===== src/rtl/pfrf_pkg.sv =====
`timescale 1ns / 1ps

package pfrf_pkg;

  localparam int ScreenColumns = 128;
  localparam int ScreenRows    = 32;
  localparam int PageCount     = (ScreenRows + 7) / 8;
  localparam int ColWidth      = $clog2(ScreenColumns);
  localparam int WordWidth     = PageCount * 8;
  // signed coordinate width, wide enough for 256 and for start plus one
  localparam int CoordWidth    = 10;

  typedef enum logic [1:0] {
    CMD_SET   = 2'd0,
    CMD_FILL  = 2'd1,
    CMD_CLEAR = 2'd2,
    CMD_READ  = 2'd3
  } cmd_e;

  typedef struct packed {
    logic load;
    logic clear;
    logic issue_fill;
    logic issue_read;
    logic res_load;
  } dp_cmd_t;

  typedef struct packed {
    logic empty;
    logic last;
  } dp_stat_t;

endpackage


===== src/rtl/page_framebuffer_rect_fill.sv =====
`timescale 1ns / 1ps

// monochrome page frame store, 128 columns by 32 rows, kept as one 32-bit word per column
// (byte n of a word is page n, bit b of that byte is row 8*n+b). each input beat is one
// command: set pixel, fill rectangle, clear store, read byte; each gives exactly one output
// beat, the addressed byte for a read and zero otherwise. one command is worked at a time:
// a fill does one read-modify-write per column through the column memory, with one read
// port and one write port, reads and writes of neighboring columns overlapped. the exclusive
// right bound tops out at 127, so a fill covers at most 127 columns. a stalled output beat
// holds the next result back in the done state until the beat is taken.
// a per-column valid bit makes reset and clear act at once, with no clearing pass.
// a finished result sits in the output register while the next command is accepted.

module page_framebuffer_rect_fill import pfrf_pkg::*; (
  input  logic       clk_i,
  input  logic       rst_ni,
  input  logic       in_valid_i,
  output logic       in_ready_o,
  input  logic [1:0] cmd_i,
  input  logic [7:0] start_x_i,
  input  logic [7:0] start_y_i,
  input  logic [7:0] end_x_i,
  input  logic [7:0] end_y_i,
  input  logic [6:0] read_column_i,
  input  logic [1:0] read_page_i,
  output logic       out_valid_o,
  input  logic       out_ready_i,
  output logic [7:0] read_data_o
);

  dp_cmd_t  dp_cmd;
  dp_stat_t dp_stat;

  // sequencer: idle, column walk, read, clear, result hand-off
  pfrf_ctrl u_ctrl (
    .clk_i      (clk_i),
    .rst_ni     (rst_ni),
    .in_valid_i (in_valid_i),
    .in_ready_o (in_ready_o),
    .cmd_i      (cmd_e'(cmd_i)),
    .out_ready_i(out_ready_i),
    .out_valid_o(out_valid_o),
    .dp_cmd_o   (dp_cmd),
    .dp_stat_i  (dp_stat)
  );

  // clipping, row mask, column memory and result register
  pfrf_datapath u_datapath (
    .clk_i        (clk_i),
    .rst_ni       (rst_ni),
    .dp_cmd_i     (dp_cmd),
    .dp_stat_o    (dp_stat),
    .cmd_i        (cmd_e'(cmd_i)),
    .start_x_i    (start_x_i),
    .start_y_i    (start_y_i),
    .end_x_i      (end_x_i),
    .end_y_i      (end_y_i),
    .read_column_i(read_column_i),
    .read_page_i  (read_page_i),
    .read_data_o  (read_data_o)
  );

endmodule


===== src/rtl/pfrf_ctrl.sv =====
`timescale 1ns / 1ps

module pfrf_ctrl import pfrf_pkg::*; (
  input  logic     clk_i,
  input  logic     rst_ni,
  input  logic     in_valid_i,
  output logic     in_ready_o,
  input  cmd_e     cmd_i,
  input  logic     out_ready_i,
  output logic     out_valid_o,
  output dp_cmd_t  dp_cmd_o,
  input  dp_stat_t dp_stat_i
);

  typedef enum logic [4:0] {
    ST_IDLE  = 5'b00001,
    ST_FILL  = 5'b00010,
    ST_READ  = 5'b00100,
    ST_CLEAR = 5'b01000,
    ST_DONE  = 5'b10000
  } state_e;

  state_e state_q, state_d;
  logic   out_valid_q, out_valid_d;

  always_comb begin
    state_d    = state_q;
    dp_cmd_o   = '0;
    in_ready_o = 1'b0;
    unique case (state_q)
      ST_IDLE: begin
        in_ready_o = 1'b1;
        if (in_valid_i) begin
          dp_cmd_o.load = 1'b1;
          case (cmd_i)
            CMD_CLEAR: state_d = ST_CLEAR;
            CMD_READ:  state_d = ST_READ;
            default:   state_d = ST_FILL;
          endcase
        end
      end
      ST_FILL: begin
        if (dp_stat_i.empty) begin
          state_d = ST_DONE;
        end else begin
          dp_cmd_o.issue_fill = 1'b1;
          if (dp_stat_i.last) begin
            state_d = ST_DONE;
          end
        end
      end
      ST_READ: begin
        dp_cmd_o.issue_read = 1'b1;
        state_d             = ST_DONE;
      end
      ST_CLEAR: begin
        dp_cmd_o.clear = 1'b1;
        state_d        = ST_DONE;
      end
      ST_DONE: begin
        if (!out_valid_q || out_ready_i) begin
          dp_cmd_o.res_load = 1'b1;
          state_d           = ST_IDLE;
        end
      end
      default: state_d = ST_IDLE;
    endcase
  end

  always_comb begin
    out_valid_d = out_valid_q;
    if (dp_cmd_o.res_load) begin
      out_valid_d = 1'b1;
    end else if (out_ready_i) begin
      out_valid_d = 1'b0;
    end
  end

  always_ff @(posedge clk_i or negedge rst_ni) begin
    if (!rst_ni) begin
      state_q     <= ST_IDLE;
      out_valid_q <= 1'b0;
    end else begin
      state_q     <= state_d;
      out_valid_q <= out_valid_d;
    end
  end

  assign out_valid_o = out_valid_q;

endmodule


===== src/rtl/pfrf_datapath.sv =====
`timescale 1ns / 1ps

module pfrf_datapath import pfrf_pkg::*; (
  input  logic       clk_i,
  input  logic       rst_ni,
  input  dp_cmd_t    dp_cmd_i,
  output dp_stat_t   dp_stat_o,
  input  cmd_e       cmd_i,
  input  logic [7:0] start_x_i,
  input  logic [7:0] start_y_i,
  input  logic [7:0] end_x_i,
  input  logic [7:0] end_y_i,
  input  logic [6:0] read_column_i,
  input  logic [1:0] read_page_i,
  output logic [7:0] read_data_o
);

  localparam logic signed [CoordWidth-1:0] ColsS = CoordWidth'(ScreenColumns);
  localparam logic signed [CoordWidth-1:0] RowsS = CoordWidth'(ScreenRows);
  localparam logic signed [CoordWidth-1:0] OneS  = CoordWidth'(1);

  // column-wide words, one per screen column, all pages together
  logic [WordWidth-1:0]     mem_q [ScreenColumns];
  logic [ScreenColumns-1:0] colv_q;
  logic [WordWidth-1:0]     rdata_q;
  logic                     hit_q;
  logic                     wr_pend_q;
  logic [ColWidth-1:0]      wr_addr_q;

  logic [ColWidth-1:0]  col_q, col_d;
  logic [ColWidth-1:0]  last_q, last_d;
  logic [WordWidth-1:0] mask_q, mask_d;
  logic                 empty_q, empty_d;
  logic                 is_read_q;
  logic                 rd_ok_q, rd_ok_d;
  logic [1:0]           page_q;
  logic [7:0]           out_data_q;

  logic signed [CoordWidth-1:0] x0, y0, x1, y1, xe, ye, xl;
  logic [8:0]                   rcol;
  logic [WordWidth-1:0]         merged;
  logic [7:0]                   rbyte;
  logic                         rd_en;

  // operand decode: a set pixel is a one by one rectangle
  always_comb begin
    x0 = CoordWidth'($signed(start_x_i));
    y0 = CoordWidth'($signed(start_y_i));
    if (cmd_i == CMD_SET) begin
      x1 = x0 + OneS;
      y1 = y0 + OneS;
    end else begin
      x1 = CoordWidth'($signed(end_x_i));
      y1 = CoordWidth'($signed(end_y_i));
    end
    xe = (x1 > ColsS) ? ColsS : x1;
    ye = (y1 > RowsS) ? RowsS : y1;
    xl = xe - OneS;
    empty_d = (x1 < x0) || (y1 < y0) || (x0 < 0) || (y0 < 0) || (x0 >= xe) || (y0 >= ye);
    mask_d = '0;
    for (int r = 0; r < ScreenRows; r++) begin
      mask_d[r] = ($signed(CoordWidth'(r)) >= y0) && ($signed(CoordWidth'(r)) < ye);
    end
    rcol    = {2'b00, read_column_i};
    rd_ok_d = (rcol < 9'(ScreenColumns)) && (int'(read_page_i) < PageCount);
    if (cmd_i == CMD_READ) begin
      col_d = rcol[ColWidth-1:0];
    end else begin
      col_d = x0[ColWidth-1:0];
    end
    last_d = xl[ColWidth-1:0];
  end

  assign rd_en  = dp_cmd_i.issue_fill || dp_cmd_i.issue_read;
  assign merged = (hit_q ? rdata_q : '0) | mask_q;

  always_comb begin
    rbyte = '0;
    for (int p = 0; p < PageCount; p++) begin
      if (int'(page_q) == p) begin
        rbyte = rdata_q[p*8 +: 8];
      end
    end
  end

  always_ff @(posedge clk_i) begin
    if (wr_pend_q) begin
      mem_q[wr_addr_q] <= merged;
    end
    if (rd_en) begin
      rdata_q <= mem_q[col_q];
    end
  end

  always_ff @(posedge clk_i or negedge rst_ni) begin
    if (!rst_ni) begin
      colv_q    <= '0;
      wr_pend_q <= 1'b0;
    end else begin
      wr_pend_q <= dp_cmd_i.issue_fill;
      if (dp_cmd_i.clear) begin
        colv_q <= '0;
      end else if (wr_pend_q) begin
        colv_q[wr_addr_q] <= 1'b1;
      end
    end
  end

  always_ff @(posedge clk_i) begin
    if (dp_cmd_i.load) begin
      col_q     <= col_d;
      last_q    <= last_d;
      mask_q    <= mask_d;
      empty_q   <= empty_d;
      is_read_q <= (cmd_i == CMD_READ);
      rd_ok_q   <= rd_ok_d;
      page_q    <= read_page_i;
    end else if (dp_cmd_i.issue_fill) begin
      col_q <= col_q + ColWidth'(1);
    end
    if (rd_en) begin
      hit_q     <= colv_q[col_q];
      wr_addr_q <= col_q;
    end
    if (dp_cmd_i.res_load) begin
      out_data_q <= (is_read_q && rd_ok_q && hit_q) ? rbyte : '0;
    end
  end

  assign dp_stat_o.empty = empty_q;
  assign dp_stat_o.last  = (col_q == last_q);
  assign read_data_o     = out_data_q;

endmodule


===== config.mk =====
export PLATFORM = sky130hd
export DESIGN_NAME = page_framebuffer_rect_fill
export DESIGN_NICKNAME = d
export VERILOG_FILES = /design/src/rtl/pfrf_pkg.sv /design/src/rtl/page_framebuffer_rect_fill.sv /design/src/rtl/pfrf_ctrl.sv /design/src/rtl/pfrf_datapath.sv
export SDC_FILE = /design/constraint.sdc
export NUM_CORES = 2
export LEC_CHECK = 0
export ABC_AREA = 0
export BUFFER_PORTS_ARGS = -buffer_cell sky130_fd_sc_hd__buf_4
export CORE_ASPECT_RATIO = 1.4
export CORE_MARGIN = 5
export CORE_UTILIZATION = 43
export DETAILED_ROUTE_END_ITERATION = 7
export PLACE_DENSITY = 0.58
export SYNTH_ARGS = -nofsm -noshare
export SYNTH_HDL_FRONTEND = slang
export SYNTH_SLANG_ARGS = --single-unit

===== constraint.sdc =====
create_clock -name clk_i -period 9.4 [get_ports clk_i]
set_input_delay 1.41 -clock clk_i [delete_from_list [all_inputs] [get_ports clk_i]]
set_output_delay 1.41 -clock clk_i [all_outputs]
set_load 0.1 [all_outputs]

==> summary.md <==
| Metric | Value |
|---|---|
| Vias in the first global route | 84860 |
| Hold Crit Class | input port to async pin |
| Synth cell types | 79 |
| Final period utilization | 55.7% |
| Final hold viol count | 0 |
| RSZ-0062 raised after global routing | false |
| Max Freq | 0.191 GHz |
| Final setup viols | 0 |
| Total clock sinks | 4329 |
| Core footprint | 388000 µm² |
| Rel. slew slack | 5.99% |
| Drt first pass iters | 5 |
| Synth top area cells | edfxtp_1 (75%), mux4_2 (13%), dfrtp_1 (2.0%), mux2i_1 (1.2%), a22oi_1 (1.2%) |
| Post-DP HPWL | 285000 µm |
| IO Pins | 57 |
| Max-cap violations | 0 |
| DRC Markers | 0 |
| Final worst setup slack | 4.16 ns |
| CP endpoint kind | flop |
| Comb pwr share | 24.3% |
| Initial Util | 43.1% |
| Share of cells above drive strength 1 | 25.7% |
| Seq/Total Area, Yosys | 77.3% |
| Reg power frac | 44.7% |
| Worst flop-to-flop path endpoint | u_datapath.rdata_q[21] |
| GPL Wtd Cong | 0.886 |
| R2R cell count | 7 |
| Clock Skews | 0.0467 ns |
| Die area | 402000 µm² |
| Max Slew Vio Count | 0 |
| # nets final | 8156 |
| P_int | 35.0 mW |
| Cell taking the most area after synthesis | edfxtp_1 |
| Reg-to-Reg Start | u_datapath.col_q[1] |
| Grt total ovfl | 0 |
| DRT Wirelength | 496000 µm |
| Sw Pwr | 15.2 mW |
| First-pass GRT wire length | 687000 µm |
| DRT iter0 DRCs | 11500 |
| FFs w/ async S/R, synth | 3.12% |
| Row cnt | 271 |
| Clock Tree Buf Depth | 4 |
| Most common flop cell mapped by yosys | edfxtp_1 |
| Cell area after synthesis | 167000 µm² |
| Layout overhead on the synthesized area | 12.6% |
| Initial antenna violation count | 32 |
| DR vias/cell | 6.23 |
| Pwr dens | 266 nW/µm² |
| Post-synthesis register bit count | 4329 |
| CTS Buf Count | 387 |
| Sw Ratio | 30.3% |
| DR vias | 84515 |
| Hold buffers post-CTS | 0 |
| Clk pwr share | 31.0% |
| Final antenna-violating net count | 0 |
| Die Wd | 537 µm |
| CTS tree | done |
| WP data required | 10.06 ns |
| Post-synthesis instance total | 7742 |
| Warnings, synthesis | 0 |
| Highest net fanout along the worst path | 85 |
| Worst-path clk slew | 0.06 ns |
| Total power | 50.2 mW |
| Clk Latency, worst-skew pair | 0.95 ns |
| Routed length per instance | 36.6 µm |
| IO buf count | 56 |
| Reg-to-reg slack, setup | 4.16 ns |
| Worst-margin pin slew | 1.40 ns |
| Max VDD drop | 168 µV |
| Fin crit period | 5.24 ns |
| Chip height | 748 µm |
| Gr usage total | 24.4% |
| Synth Area per Inst | 21.6 µm² |
| Crit path arrival time | 5.89 ns |
| Standby leakage power | 58.6 nW |
| Crit path launch | u_datapath.col_q[1] |
| Crit path kind | flop to flop |
| Root Buffer | clkbuf_16 |
| Share of the synthesized area in the top cell type | 75.3% |
| H-tree levels | 5 |
| Outcome | finished clean |
| Worst Setup Start Kind | flop |
| Setup tns final | 0 ns |
| CP endpoint | u_datapath.rdata_q[21] |
| Pin count of the biggest net entering global routing | 114 |
| Post_cts resized | 0 |
| EDFF count, synth | 4194 |
| Setup WS pre-CTS | 3.82 ns |
| Synth Net Count | 7831 |
| Postcts setup bufs | 0 |
[worst min-delay path by stage]
stage | slack (ns) | depth (start not counted) | from | endpoint
floorplan | 0.42 | 0 | u_datapath.col_q[5] | u_datapath.wr_addr_q[5]
global placement | 0.47 | 1 | u_datapath.colv_q[102] | u_datapath.colv_q[102]
detailed placement | 0.47 | 1 | u_datapath.colv_q[106] | u_datapath.colv_q[106]
CTS | 0.45 | 1 | rst_ni | u_datapath.colv_q[109]
global route | 0.49 | 1 | rst_ni | u_datapath.colv_q[108]
finish | 0.47 | 1 | rst_ni | u_datapath.colv_q[108]
[per-layer routing]
| metal | wire (µm) | GRT usage [%] |
|---|---|---|
| met5 | 9 | 0 |
| met4 | 24300 | 9.96 |
| met3 | 38400 | 3.31 |
| met2 | 247000 | 40.7 |
| met1 | 187000 | 32.6 |
[cell families (layout without fill, tap and decap cells)]
group,after synthesis,after routing,share of synthesized area (%)
simple gates,662,662,1.85
buf+inv,484,1112,1.41
other cells,0,11,0
compound gates,991,991,4.21
flops,4329,4329,77.3
fa+ha+maj,42,42,0.314
mux,1212,1212,14.8
xor+xnor,22,22,0.115
[cell usage after synthesis (5+ instances only)]
cell	instances
a2111oi_0	5
a211oi_1	9
a21boi_0	6
a21o_1	37
a21oi_1	190
a221oi_1	102
a22o_1	53
a22oi_1	264
a31oi_1	7
and2_1	6
and3_1	15
buf_1	61
buf_2	97
buf_4	46
buf_6	32
clkbuf_1	206
dfrtp_1	134
edfxtp_1	4194
ha_1	42
inv_1	40
mux2_2	6
mux2i_1	204
mux4_2	1002
nand2_1	193
nand2b_1	11
nand3_1	67
nand3b_1	7
nand4_1	15
nor2_1	209
nor2b_1	14
nor3_1	58
nor4_1	27
o2111ai_1	13
o211ai_1	22
o21a_1	132
o21ai_0	68
o21ai_1	17
o221ai_1	12
o22ai_1	23
or3_1	8
xnor2_1	16
xor2_1	6
[sequential cells by signal, indices dropped and copies added, names as in the netlist]
register,count
u_datapath.wr_addr_q,7
u_datapath.col_q,7
u_datapath.page_q,2
u_datapath.is_read_q,1
u_datapath.mem_q,4096
u_datapath.last_q,7
u_datapath.wr_pend_q,1
u_datapath.mask_q,32
u_datapath.read_data_o,8
u_datapath.hit_q,1
u_datapath.colv_q,128
u_ctrl.out_valid_o,1
u_ctrl.state_q,5
u_datapath.empty_q,1
u_datapath.rdata_q,32
[area by class of cell]
class	instances	area, µm²
clock buffer	498	10600
clock inverter	194	1620
antenna	11	27.5
timing repair buffer	379	3150
inverter	41	159
tap	5187	6490
multi-input combinational	2929	37000
sequential	4329	129000
fill	31181	200000
[metrics by stage]
step                util, %  instance area (µm²)  std cells  hold slack, ns
floorplan                 -               167000       7742           0.424
detailed placement     45.4               176000      12865           0.474
finish                 48.5               188000      13568           0.468
global placement       45.4               176000      12863           0.467
global route           48.5               188000      13558           0.487
CTS                    48.5               188000      13557           0.447
[power by group through the flow]
| stage | Combinational [mW] | Sequential [mW] | Clock (mW) |
|---|---|---|---|
| after global placement | 12.1 | 22.8 | 0 |
| after floorplan | 6.97 | 22.8 | 0 |
| after global routing | 12.6 | 22.4 | 16.6 |
| final | 12.2 | 22.4 | 15.6 |
| after detailed placement | 12.2 | 22.8 | 0 |
| after CTS | 12.3 | 22.4 | 15.8 |
[layout by cell type, fill, tap and decap left out, types with 42 or more instances in the layout]
cell / netlist / final
mux2i_1: 204 / 204
clkbuf_16: 0 / 402
nor2_1: 209 / 72
nand3_1: 67 / 65
nand2_1: 193 / 191
a221oi_1: 102 / 100
a22oi_1: 264 / 264
edfxtp_1: 4194 / 4194
ha_1: 42 / 42
nor2_4: 1 / 133
a21oi_1: 190 / 189
o21ai_0: 68 / 64
dfrtp_1: 134 / 134
nor3_1: 58 / 47
mux4_2: 1002 / 1002
buf_4: 46 / 353
clkinv_2: 0 / 55
o21a_1: 132 / 132
a22o_1: 53 / 53
clkbuf_1: 206 / 83
clkinv_1: 1 / 82
[critical path: stages (launching register included)]
cell,delay [ns]
edfxtp_1,0.94
buf_12,0.49
mux4_2,0.41
a22o_1,0.25
a221oi_1,0.75
o221ai_1,0.67
nor3_1,1.02
nor3_1,0.14
Power figures use the tool's default switching activity.
